<file path="src/rsabf_pkg.sv">
// ---------------------------------------------------------------------------
// rsabf_pkg - range sensor alpha-beta filter shared definitions
// Transaction types, register map, control/status bundles and fixed-point
// constants used by the filter controller, datapath and register file.
// ---------------------------------------------------------------------------
package rsabf_pkg;

  // Distance fraction bits (1/256 cm at the default).
  localparam int FRAC_BITS  = 8;
  localparam int GAIN_SHIFT = 16;
  localparam int CFG_W      = 24;
  localparam int CFG_IDX_W  = 3;

  // Register reset values
  localparam logic [23:0] RST_SAMPLE_INTERVAL = 24'd66666;
  localparam logic [22:0] RST_MAX_RANGE       = 23'(55 << FRAC_BITS);
  localparam logic [15:0] RST_ALT_GAIN        = 16'd55450;
  localparam logic [19:0] RST_VEL_GAIN        = 20'd406547;
  localparam logic [23:0] RST_STALE_LIMIT     = 24'd250000;

  // Divide by one million: reciprocal 2^55 / 1e6 applied to the product
  // shifted down 20 bits, then at most three compare/subtract corrections.
  localparam longint unsigned US_PER_S   = 64'd1000000;
  localparam int              RECIP_SHIFT = 55;
  localparam logic [63:0]     RECIP_FULL  = (64'd1 << RECIP_SHIFT) / US_PER_S;
  localparam logic [35:0]     RECIP_M     = RECIP_FULL[35:0];
  localparam logic [23:0]     DIV_D       = 24'(US_PER_S);
  localparam logic [23:0]     DIV_2D      = 24'(2 * US_PER_S);
  localparam logic [23:0]     DIV_3D      = 24'(3 * US_PER_S);
  localparam logic [23:0]     HALF_D      = 24'(US_PER_S / 2);

  typedef enum logic [CFG_IDX_W-1:0] {
    CFG_SAMPLE_INTERVAL = 3'd0,
    CFG_MAX_RANGE       = 3'd1,
    CFG_ALT_GAIN        = 3'd2,
    CFG_VEL_GAIN        = 3'd3,
    CFG_STALE_LIMIT     = 3'd4
  } rsabf_cfg_idx_t;

  typedef struct packed {
    logic [23:0] sample_interval_us;
    logic [22:0] max_range;
    logic [15:0] alt_gain;
    logic [19:0] vel_gain;
    logic [23:0] stale_limit_us;
  } rsabf_cfg_t;

  typedef struct packed {
    logic [31:0]        now_us;
    logic               sensor_present;
    logic signed [23:0] range_reading;
  } rsabf_in_t;

  typedef struct packed {
    logic signed [23:0] est_altitude;
    logic signed [31:0] est_velocity;
    logic               interval_elapsed;
    logic               reading_accepted;
  } rsabf_out_t;

  // Controller -> datapath step enables
  typedef struct packed {
    logic load_in;    // capture input transaction, clear flags
    logic prep;       // latch dt, stale flag, |velocity|
    logic timer_upd;  // rate timer fired
    logic clear;      // sensor absent: zero estimator
    logic mul_pv;     // |pv| * dt + rounding half
    logic rec0;       // reciprocal partial product, low half
    logic rec1;       // reciprocal partial product, high half
    logic qest;       // quotient estimate
    logic rem;        // estimate * 1e6, low bits
    logic qfix;       // quotient correction
    logic pred;       // predicted altitude
    logic err;        // innovation
    logic gain_a;     // altitude gain products
    logic gain_v;     // velocity gain products
    logic corr_v;     // velocity correction, corrected altitude
    logic write;      // commit estimates
    logic load_out;   // load output register
  } rsabf_cmd_t;

  // Datapath -> controller
  typedef struct packed {
    logic fire;
    logic present;
    logic in_gate;
  } rsabf_sts_t;

endpackage

</file>
<file path="src/rsabf_cfg.sv">
// ---------------------------------------------------------------------------
// rsabf_cfg - filter configuration registers
// Write-only register file; indexes past the map are dropped.
// ---------------------------------------------------------------------------
module rsabf_cfg (
  input  logic                                  clk,
  input  logic                                  rst_n,
  input  logic                                  cfg_wr_en,
  input  logic [rsabf_pkg::CFG_IDX_W-1:0]       cfg_index,
  input  logic [rsabf_pkg::CFG_W-1:0]           cfg_wdata,
  output rsabf_pkg::rsabf_cfg_t                 cfg
);
  import rsabf_pkg::*;

  rsabf_cfg_t cfg_r;

  always_ff @(posedge clk) begin
    if (!rst_n) begin
      cfg_r.sample_interval_us <= RST_SAMPLE_INTERVAL;
      cfg_r.max_range          <= RST_MAX_RANGE;
      cfg_r.alt_gain           <= RST_ALT_GAIN;
      cfg_r.vel_gain           <= RST_VEL_GAIN;
      cfg_r.stale_limit_us     <= RST_STALE_LIMIT;
    end else if (cfg_wr_en) begin
      case (rsabf_cfg_idx_t'(cfg_index))
        CFG_SAMPLE_INTERVAL: cfg_r.sample_interval_us <= cfg_wdata;
        CFG_MAX_RANGE:       cfg_r.max_range          <= cfg_wdata[22:0];
        CFG_ALT_GAIN:        cfg_r.alt_gain           <= cfg_wdata[15:0];
        CFG_VEL_GAIN:        cfg_r.vel_gain           <= cfg_wdata[19:0];
        CFG_STALE_LIMIT:     cfg_r.stale_limit_us     <= cfg_wdata;
        default: begin
        end
      endcase
    end
  end

  assign cfg = cfg_r;

endmodule

</file>
<file path="config.mk">
export PLATFORM = sky130hd
export DESIGN_NAME = rsabf_cfg
export DESIGN_NICKNAME = d
export VERILOG_FILES = /design/src/rsabf_pkg.sv /design/src/rsabf_cfg.sv
export SDC_FILE = /design/constraint.sdc
export NUM_CORES = 1
export LEC_CHECK = 0
export BUFFER_PORTS_ARGS = -buffer_cell sky130_fd_sc_hd__buf_2
export CAP_MARGIN = 40
export CORE_ASPECT_RATIO = 0.75
export CORE_UTILIZATION = 40
export CTS_CLUSTER_SIZE = 8
export DETAILED_ROUTE_END_ITERATION = 10
export GPL_ROUTABILITY_DRIVEN = 0
export PLACE_DENSITY = 0.72
export SYNTH_ARGS = -nofsm -noshare
export SYNTH_HDL_FRONTEND = slang
export SYNTH_SLANG_ARGS = --single-unit
</file>
<file path="constraint.sdc">
create_clock -name clk -period 1.7 [get_ports clk]
set_input_delay 0.51 -clock clk [delete_from_list [all_inputs] [get_ports clk]]
set_output_delay 0.51 -clock clk [all_outputs]
set_load 0.01 [all_outputs]
</file>
### Word level (Yosys, flattened, before mapping)

Index checks and enable logic that the tools add are counted.

* register bits: 107
* bits of input ports: 30
* output and inout bits: 107
* word-level logic and storage cells: 15

* eq/ne operators: 4
* reductions and logical operators: 6

Operators with widths (count)
* $reduce_and 2->1: 5
* $eq 3x2->1 const B: 2
* $eq 3x1->1 const B: 1
* $eq 3x3->1 const B: 1
* $logic_not 3->1: 1

### Depth between registers and ports, before layout

Gate-level depths: netlist (run 1).

* word-level depth: 2
* gate-level depth with buffers: 5
* mapped depth without buffers: 2

### Worst setup path after synthesis (run 1)

No wires, ideal clock.

* path kind: in2reg
* start point: input cfg_index[0] (netlist bit)
* end point: register cfg_r (netlist bit cfg[92])
* setup time: 72 ps
* arrival time: 1523 ps
* required time: 1628 ps
* setup slack: 105 ps
* stages: 4
* buffers on the path: 2
* cell sequence: buf_2 > nor4b_4 > buf_4 > mux2i_1

* longest elaborated chain between the ends: 2

Ends and longest elaborated chain
* start, declared: line rsabf_cfg.sv:9 `input logic [rsabf_pkg::CFG_IDX_W-1:0] cfg_index,`
* $logic_not 3->1: line rsabf_cfg.sv:25 `case (rsabf_cfg_idx_t'(cfg_index))`
* $reduce_and 2->1 (no line)
* end, declared: line rsabf_cfg.sv:15 `rsabf_cfg_t cfg_r;`

No other way between the ends.
A chain may end at the register's enable or synchronous reset.

### Worst setup path after layout (run 1)

* start point: register cfg_r (netlist bit cfg[85])
* end point: output cfg[85] (netlist bit)

RTL lines
* end, declared: line rsabf_cfg.sv:11 `output rsabf_pkg::rsabf_cfg_t cfg`

No word-level cell between the ends.

==> summary.md, run 1 <==
| Metric | Value |
|---|---|
| Area grow syn2layout | 29.8% |
| Placed Area | 5110 µm² |
| Most used DFF post-synth | dfxtp_1 |
| Ys async rst share | 0% |
| Chip Height | roughly 90 µm |
| DP HPWL | 7320 µm |
| Tightest Pin Transition | between 0.2 and 0.3 ns |
| Post_cts resized | 0 |
| EDFF count, synth | 0 |
| Starting Density | a little over two fifths |
| Final hold viol count | 0 |
| CP cell instances | buf_2 |
| Final setup viols | 0 |
| Initial antenna violation count | 0 |
| Avg Vias per Cell | ~4.8 |
| Tcrit/Tclk final | 80.1% |
| Hold buffers post-CTS | 0 |
| Post-Layout Inst Area | 5400 µm² |
| Post-Synthesis Mean Instance Area | 10.3 µm² |
| Leak Pwr | roughly 2.6 nW |
| Max clock buf depth | 2 |
| Nets@finish | 572 |
| Max incr delay on CP | ~0.37 ns |
| Num CTS Buffers | 9 |
| Hold Path Origin | cfg_wdata[9] |
| Register area share after synthesis | roughly half |
| Max cap viols | 0 |
| Layout fillers | approximately 880 |
| Clk sinks | 107 |
| Seq cells post-synth | between 100 and 150 |
| I/O pin total | 137 |
| WHS | 0.446 ns |
| Placement Setup Slack | 0.0146 ns |
| Port-buffer cells | 136 |
| Yosys top cell area share | 51.5% |
| Critical Path Fanout Max | 2 |
| GRT Util Overall | 19.5% |
| Slew Viols, Final | 0 |
| Die ar. | 10,800 µm² |
| Iteration-0 DRC Markers | 123 |
| F_max | approximately 730 MHz |
| CP top delay family | flip-flops |
| GR met1 Demand/Resource | roughly a quarter |
| CP max stage cell | dfxtp_1 |
| DRT Pass-1 Iters | 4 |
| Clock period minus worst slack | around 1.4 ns |
| CTS tree | yes |
| Yosys warnings | 0 |
| Routed WL | 10,300 µm |
| Worst setup margin | 0.338 ns |
| Critical path origin | cfg[85] |
| R2R Setup Slk | 1.05 ns |
| GR peak layer | met2 |
| Area contributors post-synth | dfxtp_1 51%, mux2i_1 26%, nand2_1 8.7% |
| Crit path DAT | 0.85 ns |
| RSZ-0062 raised after global routing | no |
| Grt total ovfl | 0 |
| Die Width | 120 µm |
| Max reg flops | ~110 |
| Number of diodes | 0 |
| Post-CTS Setup Bufs | 0 |
| Unique masters post-synth | 16 |
| Final Skew | 0 ns |
| CP Data Required Time | 1.19 ns |
| Cell row count | 31 |
| Setup crit end kind | primary output |
| Outcome | finished clean |
| Post-Route Utilization | 54.6% |
| Biggest area consumer among synthesized cells | dfxtp_1 |
| Area of the core | approximately 9900 µm² |
| CP bufs+invs | 1 |
| Worst Setup Start Kind | flop |
| Root buffer cell | clkbuf_16 |
| PwrDens | 939 nW/µm² |
| Worst slew margin | 80.6% |
| GR Layer Usage met2 | 31.0% |
| Syn nets | 433 |
| VDD IR max | 0.491 mV |
| Cell Area, Synth | 4160 µm² |
| H-tree depth | 3 |
| Hold Crit Class | in -> reg |
| DRC | 0 |
| Reg2reg start | cfg[85] |
| Drt wl/cell | ~15 µm |
| DRT antenna net count | 0 |
| Largest net degree at the start of global routing | 53 |
| CP Class | reg -> out |
| Worst-path clk slew | 0.07 ns |
| Share of cells above drive strength 1 | between 30% and 40% |
| Global routing usage on met3 | 6.00% |
| First-pass GRT wire length | 16,400 µm |
| Clk_lat worst skew | 0.34 ns |
| Setup TNS | 0 ns |
| Mapped Cells | 403 |
| Vias in the first global route | approximately 3,200 |
| Via Count | 3,267 |
per-layer routing:
layer  up-vias  wire length, µm
met1      1549             4960
met5         -                0
met2       107             4590
li1       1603                -
met4         0               78
met3         8              666
cell usage after synthesis, types with 2 or more instances:
cell type	n
buf_1	2
buf_2	10
buf_4	4
clkbuf_1	14
dfxtp_1	107
mux2i_1	107
nand2_1	97
nand4bb_1	2
nor2b_1	52
nor4bb_1	2
logic make-up (layout without fill, tap and decap cells):
| family | count (synthesis) | in the layout | synth area share (%) |
|---|---|---|---|
| flops | 107 | 107 | 51.5 |
| simple gates | 158 | 158 | 19.2 |
| buf+inv | 31 | 175 | 3.64 |
| mux | 107 | 107 | 25.7 |
stage by stage:
step / instances / power (mW)
global placement: 663 / 3.05
CTS: 679 / 5.12
finish: 679 / 5.08
floorplan: 403 / 2.88
detailed placement: 663 / 3.06
global route: 679 / 5.27
final cells by class:
cell class / count / area (µm²) / area share (%)
flip-flops and latches: 107 / 2140 / 39.6
multi-input cells: 265 / 1890 / 35.1
repair buffers: 159 / 906 / 16.8
clock buffers: 11 / 243 / 4.49
well taps: 132 / 165 / 3.06
clock inverters: 5 / 52.6 / 0.973
cells in the final DEF, fill, tap and decap left out, drive strengths merged:
| cell type | Yosys | layout |
|---|---|---|
| buf | 17 | 159 |
| mux2i | 107 | 107 |
| dfxtp | 107 | 107 |
| nand2 | 97 | 97 |
| nor2b | 52 | 52 |
| clkbuf | 14 | 11 |
| clkinv | 0 | 3 |
| nor4bb | 2 | 2 |
| nand4bb | 2 | 2 |
| nor4b | 1 | 1 |
| and4b | 1 | 1 |
| nand4b | 1 | 1 |
| and4bb | 1 | 1 |
| or4b | 1 | 1 |
| clkinvlp | 0 | 1 |
| bufinv | 0 | 1 |
final timing paths:
kind,end,depth (start not counted)
min,cfg[69],3
max reg2reg,cfg[85],2
min reg2reg,cfg[29],2
max,cfg[85],1
report_power, final:
part           internal (mW)  total [mW]  switching, mW  leakage (nW)
clock                   1.18        2.07          0.896         0.145
combinational          0.186       0.413          0.227          1.60
sequential              2.56        2.59         0.0298         0.867
total                   3.92        5.08           1.15          2.61
Note: power is estimated with default switching activity, not from simulation.
==> run 2, diff against run 1 <==
PLACE_DENSITY = 0.74   (was 0.72)
clock period = 1.2 ns   (was 1.7 ns; I/O delays follow)
==> summary.md, run 2 (synthesis gave the netlist of run 1 again) <==
| Metric | Value |
|---|---|
| Outcome | finished clean |
| Vias in the first global route | 3,221 (+1.6%) |
| DRC | 0 (unchanged) |
| VDD IR max | 0.735 mV (+50%) |
| Avg Vias per Cell | 4.82 (+0.16%) |
| Tcrit/Tclk final | 98.8% |
| F_max | ~840 MHz |
| Share of cells above drive strength 1 | 48.9% (+16 points) |
| Initial antenna violation count | 0 (unchanged) |
| Clk sinks | 107 (unchanged) |
| Worst r2r path cells | 2 (unchanged) |
| Nets@finish | 582 (+1.7%) |
| Placed Area | 5200 µm² (+1.9%) |
| Max cap viols | 0 (unchanged) |
| Via Count | 3,306 (+1.2%) |
| R2R Setup Slk | 0.54 ns (-0.51 ns) |
| Area grow syn2layout | 37.7% |
| H-tree depth | 3 (unchanged) |
| Clk_lat worst skew | 0.34 ns (about the same) |
| Hold worst-path end | cfg[95] |
| CP max stage cell | nor4bb_4 |
| Max incr delay on CP | 0.26 ns (-0.11 ns) |
| Setup TNS | 0 ns (unchanged) |
| CP cell instances | buf_2 -> buf_12 -> nor4bb_4 -> buf_4 -> buf_4 -> mux2i_1 |
| Num CTS Buffers | 9 (unchanged) |
| Clock period minus worst slack | 1.19 ns |
| Final Skew | 0 ns (unchanged) |
| Leak Pwr | 2.72 nW (+4.0%) |
| Largest net degree at the start of global routing | 38 (-28%) |
| Die Width | 120 µm (unchanged) |
| Cell row count | 31 (unchanged) |
| Most common cell after layout, fill and taps aside | buf_2 |
| Most frequent CP cell | buf_4 |
| Max reg flops | 107 (unchanged) |
| Hold buffers post-CTS | 0 (unchanged) |
| PwrDens | 1240 nW/µm² (+32%) |
| Chip Height | 90.3 µm (unchanged) |
| Setup crit end kind | flop |
| Dpl cells | 671 (+1.2%) |
| I/O pin total | 137 (unchanged) |
| DRT antenna net count | 0 (unchanged) |
| Slew Viols, Final | 0 (unchanged) |
| Hold Path Origin | cfg_wdata[12] |
| Number of diodes | 0 (unchanged) |
| Iteration-0 DRC Markers | 110 (-11%) |
| Worst hold path stage count | 3 (unchanged) |
| Worst slew margin | 81.3% (+0.67 points) |
| DP HPWL | 7600 µm (+3.7%) |
| CP Class | in -> reg |
| Critical Path Fanout Max | 8 (+6) |
| Layout Cells excl Fill | 686 (+1.0%) |
| Reg2Reg Capture Point | cfg[7] |
| GRT Util Overall | 19.7% (+0.19 points) |
| Worst-path clk slew | 0.07 ns (about the same) |
| Hold Crit Class | in -> reg |
| Port-buffer cells | 136 (unchanged) |
| Final hold viol count | 0 (unchanged) |
| DRT Pass-1 Iters | 7 (+3) |
| Area of the core | 9890 µm² (unchanged) |
| WHS | 0.278 ns (-0.169 ns) |
| Tightest Pin Transition | 0.281 ns (-0.00988 ns) |
| Worst setup margin | 0.0139 ns (-0.324 ns) |
| Final setup viols | 0 (unchanged) |
| Routed WL | 10,600 µm (+2.7%) |
| CTS tree | yes |
| Placement Setup Slack | -0.339 ns (-0.353 ns) |
| Post-Layout Inst Area | 5730 µm² (+6.1%) |
| Die ar. | 10,800 µm² (unchanged) |
| Crit path DAT | 1.44 ns (+0.59 ns) |
| Max clock buf depth | 2 (unchanged) |
| Grt total ovfl | 0 (unchanged) |
| Starting Density | 42.1% (unchanged) |
| Commonest cells after routing, fill and taps aside | 114 x buf_2, 107 x mux2i_1, 97 x nand2_1, 84 x dfxtp_2, 52 x nor2b_1 |
| Root buffer cell | clkbuf_16 |
| Reg2reg start | cfg[7] |
| First-pass GRT wire length | 16,400 µm (+0.34%) |
| Drt wl/cell | 15.4 µm (+1.7%) |
| Worst Setup Start Kind | primary input |
| CP Data Required Time | 1.46 ns (+0.27 ns) |
==> run 2: cell types whose count changed in the layout (fill, tap and decap cells not counted) <==
cell / change
buf_4: +5
dfxtp_1: -84
clkinvlp_4: -1
clkbuf_1: -1
buf_2: -21
dfxtp_2: +84
buf_12: +3
clkbuf_4: +1
buf_6: +22
clkbuf_8: -1
==> run 2: critical path: cells and delay by family <==
family	cells	cell delay (ns)
buffers and inverters	4	0.59
and+or+nand+nor	1	0.26
muxes	1	0.22
==> run 2: layer usage <==
layer	track usage [%]	share of wire, %	vias up
met5	0	0	-
met4	5.00	0.83	0
met3	7.01	7.3	9
met2	31.3	46	112
met1	25.2	46	1565
li1	-	-	1620
==> run 2: where the power goes <==
part           total (mW)  switching (mW)  leakage, nW  internal [mW]
clock                2.79            1.21        0.137           1.57
combinational       0.643           0.330         1.70          0.313
sequential           3.69          0.0474        0.882           3.64
==> run 2: final cells by class <==
type / count / area (µm²)
fill: 846 / 4160
sequential: 107 / 2250
multi-input combinational: 265 / 1890
timing repair buffer: 169 / 1150
clock buffer: 9 / 225
tap: 132 / 165
clock inverter: 4 / 45.0
==> run 2: worst max-delay path by stage <==
stage                 start      end  slack (ns)  cells after the start
3_5_place_dp   cfg_index[2]  cfg[77]       -0.34                      5
4_1_cts             cfg[67]  cfg[67]      0.0003                      1
5_1_grt        cfg_index[1]  cfg[69]       -0.03                      6
6_report       cfg_index[1]  cfg[69]        0.01                      6
3_3_place_gp   cfg_index[2]  cfg[72]       -0.28                      5
2_1_floorplan  cfg_index[1]  cfg[99]       -0.17                      4
==> run 2: metrics by stage <==
step                total power [mW]  util, %
finish                          7.12     57.9
global route                    7.40     57.9
CTS                             7.14     55.6
detailed placement              4.37     52.6
global placement                4.35     52.6
floorplan                       4.08        -
==> run 2: what timing repair did <==
action / CTS / global route
setup buffers: 0 / 1
endpoints found under the hold margin: 0 / 0
pin swaps: 0 / 1
setup endpoints to repair: 12 / 93
gates resized for setup: 13 / 97
cloned: 0 / 1
