===== config.mk =====
export PLATFORM = sky130hd
export DESIGN_NAME = rsabf_ctrl
export DESIGN_NICKNAME = d
export VERILOG_FILES = /design/src/rsabf_pkg.sv /design/src/rsabf_ctrl.sv
export SDC_FILE = /design/constraint.sdc
export NUM_CORES = 1
export LEC_CHECK = 0
export BUFFER_PORTS_ARGS = -buffer_cell sky130_fd_sc_hd__buf_2
export CAP_MARGIN = 20
export CORE_ASPECT_RATIO = 0.8
export CORE_MARGIN = 5
export CORE_UTILIZATION = 45
export DETAILED_ROUTE_END_ITERATION = 10
export GPL_TIMING_DRIVEN = 0
export HOLD_SLACK_MARGIN = 0.1
export PLACE_DENSITY = 0.67
export SYNTH_ARGS = -nofsm -noshare
export SYNTH_HDL_FRONTEND = slang
export SYNTH_SLANG_ARGS = --single-unit

===== constraint.sdc =====
create_clock -name clk -period 1.9 [get_ports clk]
set_clock_uncertainty 0.05 [all_clocks]
set_input_delay 0.095 -clock clk [delete_from_list [all_inputs] [get_ports clk]]
set_output_delay 0.095 -clock clk [all_outputs]
set_load 0.01 [all_outputs]

===== src/rsabf_pkg.sv =====
// ---------------------------------------------------------------------------
// rsabf_pkg - range sensor alpha-beta filter shared definitions
// Transaction types, register map, control/status bundles and fixed-point
// constants used by the filter controller, datapath and register file.
// ---------------------------------------------------------------------------
package rsabf_pkg;

  // Distance fraction bits (1/256 cm at the default).
  localparam int FRAC_BITS  = 8;
  localparam int GAIN_SHIFT = 16;
  localparam int CFG_W      = 24;
  localparam int CFG_IDX_W  = 3;

  // Register reset values
  localparam logic [23:0] RST_SAMPLE_INTERVAL = 24'd66666;
  localparam logic [22:0] RST_MAX_RANGE       = 23'(55 << FRAC_BITS);
  localparam logic [15:0] RST_ALT_GAIN        = 16'd55450;
  localparam logic [19:0] RST_VEL_GAIN        = 20'd406547;
  localparam logic [23:0] RST_STALE_LIMIT     = 24'd250000;

  // Divide by one million: reciprocal 2^55 / 1e6 applied to the product
  // shifted down 20 bits, then at most three compare/subtract corrections.
  localparam longint unsigned US_PER_S   = 64'd1000000;
  localparam int              RECIP_SHIFT = 55;
  localparam logic [63:0]     RECIP_FULL  = (64'd1 << RECIP_SHIFT) / US_PER_S;
  localparam logic [35:0]     RECIP_M     = RECIP_FULL[35:0];
  localparam logic [23:0]     DIV_D       = 24'(US_PER_S);
  localparam logic [23:0]     DIV_2D      = 24'(2 * US_PER_S);
  localparam logic [23:0]     DIV_3D      = 24'(3 * US_PER_S);
  localparam logic [23:0]     HALF_D      = 24'(US_PER_S / 2);

  typedef enum logic [CFG_IDX_W-1:0] {
    CFG_SAMPLE_INTERVAL = 3'd0,
    CFG_MAX_RANGE       = 3'd1,
    CFG_ALT_GAIN        = 3'd2,
    CFG_VEL_GAIN        = 3'd3,
    CFG_STALE_LIMIT     = 3'd4
  } rsabf_cfg_idx_t;

  typedef struct packed {
    logic [23:0] sample_interval_us;
    logic [22:0] max_range;
    logic [15:0] alt_gain;
    logic [19:0] vel_gain;
    logic [23:0] stale_limit_us;
  } rsabf_cfg_t;

  typedef struct packed {
    logic [31:0]        now_us;
    logic               sensor_present;
    logic signed [23:0] range_reading;
  } rsabf_in_t;

  typedef struct packed {
    logic signed [23:0] est_altitude;
    logic signed [31:0] est_velocity;
    logic               interval_elapsed;
    logic               reading_accepted;
  } rsabf_out_t;

  // Controller -> datapath step enables
  typedef struct packed {
    logic load_in;    // capture input transaction, clear flags
    logic prep;       // latch dt, stale flag, |velocity|
    logic timer_upd;  // rate timer fired
    logic clear;      // sensor absent: zero estimator
    logic mul_pv;     // |pv| * dt + rounding half
    logic rec0;       // reciprocal partial product, low half
    logic rec1;       // reciprocal partial product, high half
    logic qest;       // quotient estimate
    logic rem;        // estimate * 1e6, low bits
    logic qfix;       // quotient correction
    logic pred;       // predicted altitude
    logic err;        // innovation
    logic gain_a;     // altitude gain products
    logic gain_v;     // velocity gain products
    logic corr_v;     // velocity correction, corrected altitude
    logic write;      // commit estimates
    logic load_out;   // load output register
  } rsabf_cmd_t;

  // Datapath -> controller
  typedef struct packed {
    logic fire;
    logic present;
    logic in_gate;
  } rsabf_sts_t;

endpackage


===== src/rsabf_ctrl.sv =====
// ---------------------------------------------------------------------------
// rsabf_ctrl - filter sequencer
// Walks one transaction through gate checks and, when they pass, the fixed-point
// filter step, then hands the result to the output register.
// ---------------------------------------------------------------------------
module rsabf_ctrl (
  input  logic                  clk,
  input  logic                  rst_n,
  input  logic                  in_valid,
  output logic                  in_ready,
  output logic                  out_valid,
  input  logic                  out_ready,
  input  rsabf_pkg::rsabf_sts_t sts,
  output rsabf_pkg::rsabf_cmd_t cmd
);
  import rsabf_pkg::*;

  typedef enum logic [14:0] {
    S_IDLE   = 15'd1 << 0,
    S_EVAL   = 15'd1 << 1,
    S_MUL_PV = 15'd1 << 2,
    S_REC0   = 15'd1 << 3,
    S_REC1   = 15'd1 << 4,
    S_QEST   = 15'd1 << 5,
    S_REM    = 15'd1 << 6,
    S_QFIX   = 15'd1 << 7,
    S_PRED   = 15'd1 << 8,
    S_ERR    = 15'd1 << 9,
    S_GAIN_A = 15'd1 << 10,
    S_GAIN_V = 15'd1 << 11,
    S_CORR_V = 15'd1 << 12,
    S_WRITE  = 15'd1 << 13,
    S_DONE   = 15'd1 << 14
  } state_t;

  state_t state_r, state_nxt;
  logic   out_valid_r, out_valid_nxt;
  logic   out_free;

  assign in_ready  = (state_r == S_IDLE);
  assign out_valid = out_valid_r;
  assign out_free  = !out_valid_r || out_ready;

  always_comb begin
    state_nxt = state_r;
    cmd       = '0;
    case (state_r)
      S_IDLE: begin
        if (in_valid) begin
          cmd.load_in = 1'b1;
          state_nxt   = S_EVAL;
        end
      end
      S_EVAL: begin
        cmd.prep      = 1'b1;
        cmd.timer_upd = sts.fire;
        cmd.clear     = sts.fire && !sts.present;
        state_nxt     = (sts.fire && sts.present && sts.in_gate) ? S_MUL_PV : S_DONE;
      end
      S_MUL_PV: begin cmd.mul_pv = 1'b1; state_nxt = S_REC0;   end
      S_REC0:   begin cmd.rec0   = 1'b1; state_nxt = S_REC1;   end
      S_REC1:   begin cmd.rec1   = 1'b1; state_nxt = S_QEST;   end
      S_QEST:   begin cmd.qest   = 1'b1; state_nxt = S_REM;    end
      S_REM:    begin cmd.rem    = 1'b1; state_nxt = S_QFIX;   end
      S_QFIX:   begin cmd.qfix   = 1'b1; state_nxt = S_PRED;   end
      S_PRED:   begin cmd.pred   = 1'b1; state_nxt = S_ERR;    end
      S_ERR:    begin cmd.err    = 1'b1; state_nxt = S_GAIN_A; end
      S_GAIN_A: begin cmd.gain_a = 1'b1; state_nxt = S_GAIN_V; end
      S_GAIN_V: begin cmd.gain_v = 1'b1; state_nxt = S_CORR_V; end
      S_CORR_V: begin cmd.corr_v = 1'b1; state_nxt = S_WRITE;  end
      S_WRITE:  begin cmd.write  = 1'b1; state_nxt = S_DONE;   end
      S_DONE: begin
        if (out_free) begin
          cmd.load_out = 1'b1;
          state_nxt    = S_IDLE;
        end
      end
      default: state_nxt = S_IDLE;
    endcase
  end

  always_comb begin
    out_valid_nxt = out_valid_r;
    if (cmd.load_out) begin
      out_valid_nxt = 1'b1;
    end else if (out_ready) begin
      out_valid_nxt = 1'b0;
    end
  end

  always_ff @(posedge clk) begin
    if (!rst_n) begin
      state_r     <= S_IDLE;
      out_valid_r <= 1'b0;
    end else begin
      state_r     <= state_nxt;
      out_valid_r <= out_valid_nxt;
    end
  end

endmodule


Yosys cells after proc, flatten, opt, wreduce, memory -nomap -nowiden. Index checks and enable logic that the tools add are counted.

Multiplexer cells: 23. Reductions and logical operators: 8. Equality and inequality tests: 17.

Operator list (number): 15-bit one-hot mux with 15 select lines (1); 15-bit 2-to-1 mux (3); 1-bit 2-to-1 mux (18); 15-bit by 1-bit == test with 1-bit output (second input constant) (1); 15-bit by 10-bit == test with 1-bit output (second input constant) (1); 15-bit by 11-bit == test with 1-bit output (second input constant) (1); 15-bit by 12-bit == test with 1-bit output (second input constant) (1); 15-bit by 13-bit == test with 1-bit output (second input constant) (1); 15-bit by 14-bit == test with 1-bit output (second input constant) (1); 15-bit == test (second input constant) (1); 15-bit by 2-bit == test with 1-bit output (second input constant) (1); 15-bit by 3-bit == test with 1-bit output (second input constant) (1); 15-bit by 4-bit == test with 1-bit output (second input constant) (1); 15-bit by 5-bit == test with 1-bit output (second input constant) (1); 15-bit by 6-bit == test with 1-bit output (second input constant) (1); 15-bit by 7-bit == test with 1-bit output (second input constant) (1); 15-bit by 8-bit == test with 1-bit output (second input constant) (1); 15-bit by 9-bit == test with 1-bit output (second input constant) (1); 2-bit != test (second input constant) (2); 1-bit logical AND (3); 3-bit 2-to-1 mux (1); 1-bit logical NOT (2); 2-bit AND reduction (1); 2-bit nonzero test (1); 1-bit logical OR (1).

Logic and storage cells: 50. Flip-flop bits (word level): 16.

Logic depth before layout (Yosys ltp). Gate-level depths: netlist (run 1).

Word-level depth: 5. Gate-level depth with buffers: 7.

Worst setup path before layout (run 1). OpenSTA, ideal clock, no wires.

Kind: flip-flop to output port. Start: register state_r[8]. End: output cmd[12] in the netlist's numbering. Data arrival time: 1.453 ns. Slack: 0.302 ns. Data required time: 1.755 ns. Cell stages (with the launch flop): 6. Cell sequence: dfxtp_1 buf_2 nor4_4 and2_4 nand3_1 nor3b_1.

RTL lines: from (decl) (line rsabf_ctrl.sv:36) `state_t state_r, state_nxt;`; from (signal assigned) (line rsabf_ctrl.sv:96) `state_r <= state_nxt;`; to (decl) (line rsabf_ctrl.sv:14) `output rsabf_pkg::rsabf_cmd_t cmd`.

==> out/metrics.cfg, run 1 <==
[clocking]
path_clk_slew_ps=90
clk_latency_ps=290
cts_tree=built
clock_sinks=16
cts-root-buf=clkbuf_4
cts_max_level=1
clockBufferDepth=2
cts_made_buffers=3

[synth]
synth-edff-count=0
synthDistinctLibCells=40
synth_seq_area_share_pct=29.8
synth_top_area_share_pct=29.8
synth_top_area_cell=dfxtp_1
async_flop_share_pct=0
netlist_area_um2=1070
synth-seq-cells=16
yosys-top-cells-area=dfxtp_1 30%, nor4_4 5.9%, nor2_1 5.2%
syn-num-nets=131
syn_area_per_cell_um2=8.67
synth_warnings=0
netlist_instances=124
synth-main-ff-cell=dfxtp_1

[drt]
dr.pass1.iters=4
drt_iter0_drc=48
routed_via_density=5.79
finalWirelength_um=3520
dr_total_vias=1186
avgRoutedWirePerCell_um=17.2
final_antenna_net_count=0
drc=0

[global_route]
grt_pass1_wl_um=4800
grt_pass1_vias=983
grt_max_degree=11
grt_util_all_layers_pct=17.8
grt_antenna_before_repair=0
grt.overflow.total=0

[setup_path]
crit_path_max_fanout=6
crit_type=register to output port
cp-start-kind=register
end_kind=output port
cp_data_arrival_time_ps=1740
cp.required_ps=1750

[placed_design]
place.gp.congestion=0.772
dp_slack_ps=91.0
dpl.hpwl_um=1990
io_buffer_count=25
placed_cells=174

[min_path]
holdCritPathClass=input pin to register

[floorplan]
start_util_pct=48.5
die_h_um=53.7
dieWidth_um=64.6
ioPinCount=26
design.core.area_um2=2210
fp-row-count=15
dieArea_um2=3470

[final_layout]
drive_gt1_share_pct=57.8
nNetsFinal=189
final_common_cell=buf_4
finish.utilization_pct=75.8
area_growth_pct=56.2
fin_cells=205
mostFrequentLayoutCells=26 x buf_4, 23 x buf_2, 12 x nor2_1, 8 x dfxtp_2
antenna_cells=0
nFillCells=147

[sta]
worstMarginPinSlew_ps=381
period_share_pct=99.5
finalSetupViolations=0
rsz0062_at_grt=true
finalSetupTns_ps=0
setup_ws_ps=10.4
max_freq_ghz=0.529
hold_viol=0
finalCriticalPeriod_ps=1890
maxSlewViolCount=0
slew_headroom_pct=74.5

[pwr]
p_switching_w=0.000305
pwr-share-comb_pct=39.8
clock_power_share_pct=19.9
p_seq_share_pct=40.3
p_sw_share_pct=33.5
power_w=0.000910
powerDensity_nw_per_um2=542
power.internal_w=0.000605
leakagePower_nw=0.727
ir_worst_vdd_mv=0.404

[outcome]
status=finished, final reports clean

[flow_run]
maxCapViolCount=0

-- metrics by stage --
stage          cell area, µm²  hold slack (ps)
5_1_grt                  1680              172
3_5_place_dp             1230              316
4_1_cts                  1420              141
3_3_place_gp             1230              304
2_1_floorplan            1070              171
6_report                 1680              155
-- synthesized netlist by cell type, types with 2 or more instances --
cell type  count
dfxtp_1       16
nand2_1        2
xor2_1         4
nor2b_1        3
a21oi_1        3
nor2_1        15
buf_4          2
o211ai_1       3
nand3b_1       3
nand3_1        6
buf_2          5
nor3_1         6
nor4_1         3
nor3b_1        5
nor3_2         3
nor4b_1        5
inv_1          9
nor4_4         3
nand4_1        7
-- logic make-up after synthesis --
kind of cell | count (synthesis) | share of synthesized area, %
buffers and inverters | 19 | 9.43
and+or+nand+nor | 70 | 46.5
xor gates and xnor gates | 5 | 4.07
AOI/OAI and AO/OA | 14 | 10.2
DFF | 16 | 29.8
-- registers in the layout (all words and copies together), names as in the netlist --
signal     cells
out_valid      1
state_r       15
-- path summary, 6_finish.rpt --
path	from	to	slack, ps	cells after the start
worst max-delay path	state_r[7]	cmd[4]	10	7
worst min-delay path	out_ready	out_valid	160	3
worst max register to register	state_r[7]	state_r[0]	80	8
worst min register to register	state_r[7]	state_r[7]	440	1
-- power groups by stage --
stage / clock, W / combinational [W] / sequential [W]
floorplan: 0 / 0.000161 / 0.000356
global route: 0.000205 / 0.000383 / 0.000369
detailed placement: 0 / 0.000218 / 0.000356
global placement: 0 / 0.000210 / 0.000356
CTS: 0.000182 / 0.000249 / 0.000353
finish: 0.000181 / 0.000362 / 0.000367
-- timing repair --
action / 4_1_cts / 5_1_grt
pin swaps: 5 / 18
endpoints found under the hold margin: 5 / 0
hold buffers: 5 / 0
setup endpoints to repair: 13 / 27
setup buffers: 10 / 17
gates cloned: 0 / 1
gates resized for setup: 14 / 31
-- critical path, stage by stage, from the launching register on --
cell and delay, ps:
dfxtp_4 380, nor4_4 330, buf_4 190, nand3_4 80, nor3_4 160, nand3b_1 130, inv_1 70, buf_2 120
-- layout make-up --
type | count | area [µm²] | share of cell area [%]
Inverter | 9 | 33.8 | 2.01
Tap cell | 25 | 31.3 | 1.86
Sequential cell | 16 | 338 | 20.1
Clock buffer | 3 | 22.5 | 1.34
Multi-Input combinational cell | 89 | 769 | 45.8
Buffer | 5 | 52.6 | 3.13
Timing Repair Buffer | 58 | 432 | 25.7
-- routing by layer --
| layer | global-route usage, % | share of wire [%] | up-vias |
|---|---|---|---|
| met5 | 0 | 0 | - |
| met2 | 29.8 | 49 | 44 |
| li1 | - | - | 560 |
| met3 | 4.38 | 6.2 | 6 |
| met4 | 2.11 | 1.6 | 0 |
| met1 | 24.0 | 43 | 576 |
Note: power is estimated with default switching activity, not from simulation.
==> run 2, diff against run 1 <==
--- a/config.mk
+++ b/config.mk
@@ -8,7 +8,7 @@
 export BUFFER_PORTS_ARGS = -buffer_cell sky130_fd_sc_hd__buf_2
 export CAP_MARGIN = 20
 export CORE_ASPECT_RATIO = 0.8
-export CORE_MARGIN = 5
+export CORE_MARGIN = 1
 export CORE_UTILIZATION = 45
 export DETAILED_ROUTE_END_ITERATION = 10
 export GPL_TIMING_DRIVEN = 0
==> out/metrics.cfg, run 2 (synthesized netlist as in run 1, its figures left out) <==
[flow_run]
maxCapViolCount=0  ; unchanged

[setup_path]
cp.required_ps=1750  ; about the same
end_kind=output port  ; unchanged
cp_data_arrival_time_ps=1790  ; was 1740 ps
crit_type=register to output port  ; unchanged
cp-start-kind=register  ; unchanged
crit_path_max_fanout=6  ; unchanged

[clocking]
clock_sinks=16  ; unchanged
cts_max_level=1  ; unchanged
clk_latency_ps=290  ; about the same
path_clk_slew_ps=100  ; was 90 ps
cts_tree=built  ; unchanged
cts-root-buf=clkbuf_4  ; unchanged
clockBufferDepth=2  ; unchanged
cts_made_buffers=3  ; unchanged

[floorplan]
die_h_um=45.7  ; was 53.7 µm
ioPinCount=26  ; unchanged
start_util_pct=48.9  ; was 48.5%
dieArea_um2=2590  ; was 3470 µm²
design.core.area_um2=2200  ; was 2210 µm²
fp-row-count=15  ; unchanged
dieWidth_um=56.6  ; was 64.6 µm

[sta]
whs_ps=145  ; was 155 ps
period_share_pct=102  ; was 99.5%
slew_headroom_pct=76.2  ; was 74.5%
worstMarginPinSlew_ps=352  ; was 381 ps
finalSetupTns_ps=-53.2  ; was 0 ps
finalCriticalPeriod_ps=1930  ; was 1890 ps
finalSetupViolations=2  ; was 0
rsz0062_at_grt=true  ; unchanged
setup_ws_ps=-30.3  ; was 10.4 ps
max_freq_ghz=0.518  ; was 0.529 GHz
maxSlewViolCount=0  ; unchanged
hold_viol=0  ; unchanged

[min_path]
holdCritPathClass=input pin to register  ; unchanged

[global_route]
grt_pass1_wl_um=4720  ; was 4800 µm
grt_pass1_vias=1026  ; was 983
grt_max_degree=11  ; unchanged
grt.overflow.total=0  ; unchanged
grt_util_all_layers_pct=24.3  ; was 17.8%
grt_antenna_before_repair=0  ; unchanged

[pwr]
powerDensity_nw_per_um2=510  ; was 542 nW/µm²
leakagePower_nw=0.741  ; was 0.727 nW
ir_worst_vdd_mv=0.622  ; was 0.404 mV

[final_layout]
multiInputGateArea_um2=773  ; was 769 µm²
antenna_cells=0  ; unchanged
largest_register=state_r  ; unchanged
area_growth_pct=60.9  ; was 56.2%
drive_gt1_share_pct=57.1  ; was 57.8%
final_common_cell=buf_4  ; unchanged
ff_latch_area_um2=344  ; was 338 µm²
largest_register_ffs=15  ; unchanged
mostFrequentLayoutCells=30 x buf_4, 24 x buf_2, 10 x nor2_1, 9 x inv_1  ; was 26 x buf_4, 23 x buf_2, 12 x nor2_1, 8 x dfxtp_2
stdcell_area_um2=1730  ; was 1680 µm²
nNetsFinal=193  ; was 189
nFillCells=156  ; was 147

[drt]
routed_via_density=5.72  ; was 5.79
final_antenna_net_count=0  ; unchanged
drc=0  ; unchanged
dr.pass1.iters=4  ; unchanged
avgRoutedWirePerCell_um=16.1  ; was 17.2 µm
finalWirelength_um=3370  ; was 3520 µm
drt_iter0_drc=62  ; was 48
dr_total_vias=1195  ; was 1186

[placed_design]
place.gp.congestion=0.778  ; was 0.772
dpl.hpwl_um=1900  ; was 1990 µm
dpl_cell_area_um2=1230  ; unchanged
io_buffer_count=25  ; unchanged

[outcome]
violations=setup timing
status=finished, violations left  ; was finished, final reports clean

==> run 2: cell type report <==
cell class,instances,share of cell area [%]
Tap cell,25,1.81
Timing Repair Buffer,64,27.7
Inverter,9,1.95
Buffer,3,2.60
Sequential cell,16,19.9
Multi-Input combinational cell,89,44.7
Clock buffer,3,1.30
==> run 2: metrics by stage <==
stage,power [W],std cells,setup slack (ps),util (%)
floorplan,0.000517,124,302,-
global route,0.000923,209,-145,78.7
finish,0.000882,209,-30.3,78.7
global placement,0.000566,174,53.7,56.1
detailed placement,0.000571,174,11.2,56.1
CTS,0.000819,197,-1.62,67.7
==> run 2: critical path, stage by stage, from the launching register on <==
cell and delay, ps:
dfxtp_4 370, buf_8 130, nor4_4 220, buf_6 170, nand4_1 250, nor3b_2 220
buf_2 150
==> run 2: path summary, 6_finish.rpt <==
path / endpoint / depth (start not counted) / startpoint / slack [ps]
max: cmd[6] / 6 / state_r[2] / -30
min: state_r[14] / 4 / sts[0] / 140
max reg2reg: state_r[8] / 8 / state_r[7] / 40
min reg2reg: state_r[10] / 1 / state_r[8] / 440
==> run 2: routing by layer <==
metal,part of all wire [%],up-vias,wire (µm),track usage [%]
met4,0.44,0,15,5.85
met1,45,591,1510,30.8
li1,-,570,-,-
met5,0,-,0,0
met2,51,30,1720,40.9
met3,3.6,4,123,7.39
==> run 2: power by group <==
| group | switching, W | total [W] | internal [W] |
|---|---|---|---|
| Sequential | 0.0000231 | 0.000363 | 0.000340 |
| Combinational | 0.000164 | 0.000341 | 0.000177 |
| Clock | 0.000105 | 0.000178 | 0.0000736 |
==> run 2: timing repair <==
item | 4_1_cts | 5_1_grt
gates resized for setup | 17 | 30
hold buffers | 5 | 0
pin swaps | 8 | 12
endpoints found under the hold margin | 5 | 0
setup endpoints to repair | 17 | 27
cloned | 0 | 2
buffers inserted | 18 | 14
==> run 3, diff against run 2 <==
--- a/config.mk
+++ b/config.mk
@@ -14,6 +14,7 @@
 export GPL_TIMING_DRIVEN = 0
 export HOLD_SLACK_MARGIN = 0.1
 export PLACE_DENSITY = 0.67
+export REMOVE_ABC_BUFFERS = 1
 export SYNTH_ARGS = -nofsm -noshare
 export SYNTH_HDL_FRONTEND = slang
 export SYNTH_SLANG_ARGS = --single-unit
==> out/metrics.cfg, run 3 (synthesized netlist as in run 1, its figures left out) <==
[floorplan]
start_util_pct=48.9  ; unchanged
ioPinCount=26  ; unchanged
design.core.area_um2=2200  ; unchanged
dieArea_um2=2590  ; unchanged
fp-row-count=15  ; unchanged
dieWidth_um=56.6  ; unchanged
die_h_um=45.7  ; unchanged

[pwr]
power_w=0.000914  ; was 0.000882 W
clock_power_share_pct=20.2  ; about the same
powerDensity_nw_per_um2=567  ; was 510 nW/µm²
pwr-share-comb_pct=40.9  ; was 38.6%
p_seq_share_pct=39.0  ; was 41.1%
p_sw_share_pct=34.5  ; was 33.1%
ir_worst_vdd_mv=0.486  ; was 0.622 mV
power.internal_w=0.000599  ; was 0.000590 W
p_switching_w=0.000315  ; was 0.000292 W
leakagePower_nw=0.700  ; was 0.741 nW

[final_layout]
mostFrequentLayoutCells=32 x buf_4, 23 x buf_2, 13 x nor2_1, 8 x inv_1, 7 x nand4_1  ; was 30 x buf_4, 24 x buf_2, 10 x nor2_1, 9 x inv_1
multiInputGateArea_um2=752  ; was 773 µm²
nFillCells=143  ; was 156
finish.utilization_pct=73.4  ; was 78.7%
fin_cells=205  ; was 209
ff_latch_area_um2=345  ; was 344 µm²
drive_gt1_share_pct=53.3  ; was 57.1%
final_common_cell=buf_4  ; unchanged
antenna_cells=0  ; unchanged
largest_register_ffs=15  ; unchanged
area_growth_pct=50.1  ; was 60.9%
largest_register=state_r  ; unchanged
nNetsFinal=189  ; was 193

[setup_path]
cp-start-kind=register  ; unchanged
crit_type=register to output port  ; unchanged
cp.required_ps=1750  ; about the same
crit_path_max_fanout=7  ; was 6
cp_data_arrival_time_ps=1890  ; was 1790 ps
end_kind=output port  ; unchanged

[clocking]
cts_max_level=1  ; unchanged
clk_latency_ps=300  ; was 290 ps
cts-root-buf=clkbuf_4  ; unchanged
cts_tree=built  ; unchanged
cts_made_buffers=3  ; unchanged
path_clk_slew_ps=80  ; was 100 ps
clockBufferDepth=2  ; unchanged
clock_sinks=16  ; unchanged

[global_route]
grt_pass1_vias=922  ; was 1026
grt_antenna_before_repair=0  ; unchanged
grt.overflow.total=0  ; unchanged
grt_pass1_wl_um=4190  ; was 4720 µm
grt_max_degree=12  ; was 11
grt_util_all_layers_pct=21.6  ; was 24.3%

[sta]
worstMarginPinSlew_ps=372  ; was 352 ps
finalSetupViolations=14  ; was 2
setup_ws_ps=-138  ; was -30.3 ps
max_freq_ghz=0.491  ; was 0.518 GHz
period_share_pct=107  ; was 102%
slew_headroom_pct=75.0  ; was 76.2%
whs_ps=169  ; was 145 ps
finalCriticalPeriod_ps=2040  ; was 1930 ps
maxSlewViolCount=0  ; unchanged
rsz0062_at_grt=true  ; unchanged
hold_viol=0  ; unchanged

[drt]
final_antenna_net_count=0  ; unchanged
avgRoutedWirePerCell_um=18.4  ; was 16.1 µm
dr_total_vias=1280  ; was 1195
drt_iter0_drc=71  ; was 62
routed_via_density=6.24  ; was 5.72
drc=0  ; unchanged
dr.pass1.iters=4  ; unchanged
finalWirelength_um=3780  ; was 3370 µm

[flow_run]
maxCapViolCount=0  ; unchanged

[placed_design]
placed_cells=164  ; was 174
io_buffer_count=25  ; unchanged
dpl.hpwl_um=1700  ; was 1900 µm
place.gp.congestion=0.750  ; was 0.778

[min_path]
holdCritPathClass=input pin to register  ; unchanged

[outcome]
status=finished, violations left  ; unchanged
violations=setup timing  ; unchanged

run 3: cell count changes in the layout (fill, tap and decap cells not counted), sizes merged:
cell and delta:
clkbuf -2, buf -3, o21bai +1
run 3: path summary, 6_finish.rpt:
| kind | from | endpoint | slack, ps | depth (start not counted) |
|---|---|---|---|---|
| max reg2reg | state_r[3] | state_r[0] | -40 | 8 |
| min reg2reg | state_r[12] | state_r[13] | 510 | 2 |
| min | sts[0] | state_r[14] | 170 | 4 |
| max | state_r[9] | cmd[8] | -140 | 5 |
run 3: final cells by class:
type	count	area share, %
Multi-Input combinational cell	90	46.6
Timing Repair Buffer	62	26.5
Sequential cell	16	21.4
Inverter	9	2.09
Tap cell	25	1.94
Clock buffer	3	1.40
run 3: power by group through the flow:
stage	combinational, W	clock (W)	sequential [W]
6_report	0.000374	0.000184	0.000356
5_1_grt	0.000393	0.000196	0.000357
4_1_cts	0.000244	0.000184	0.000353
3_5_place_dp	0.000184	0	0.000371
3_3_place_gp	0.000179	0	0.000371
2_1_floorplan	0.000135	0	0.000368
run 3: critical path, cell delays in order, from the launching register on:
cell and delay (ps):
dfxtp_2 390, nor4_4 380, buf_4 200, nand4_1 240, nor3b_2 240, buf_2 160
run 3: per-stage QoR:
step | cell area [µm²] | setup TNS [ps] | worst slack (ps)
finish | 1610 | -578 | -138
detailed placement | 1160 | 0 | 71.8
floorplan | 1010 | 0 | 310
global route | 1610 | -1990 | -225
CTS | 1380 | -63.1 | -37.5
global placement | 1160 | 0 | 105
run 3: per-layer routing:
metal | share of wire (%) | up-vias | routed length [µm] | global-route usage (%)
li1 | - | 568 | - | -
met1 | 39 | 600 | 1470 | 26.0
met2 | 46 | 87 | 1740 | 37.9
met3 | 9.3 | 25 | 351 | 5.40
met4 | 5.6 | 0 | 213 | 8.29
met5 | 0 | - | 0 | 0
run 3: timing repair:
item	4_1_cts	5_1_grt
gates resized for setup	16	19
hold buffers	5	0
pin swaps	6	13
hold endpoints to repair	5	0
setup buffers	14	18
endpoints found under the setup margin	11	16
cloned	0	1
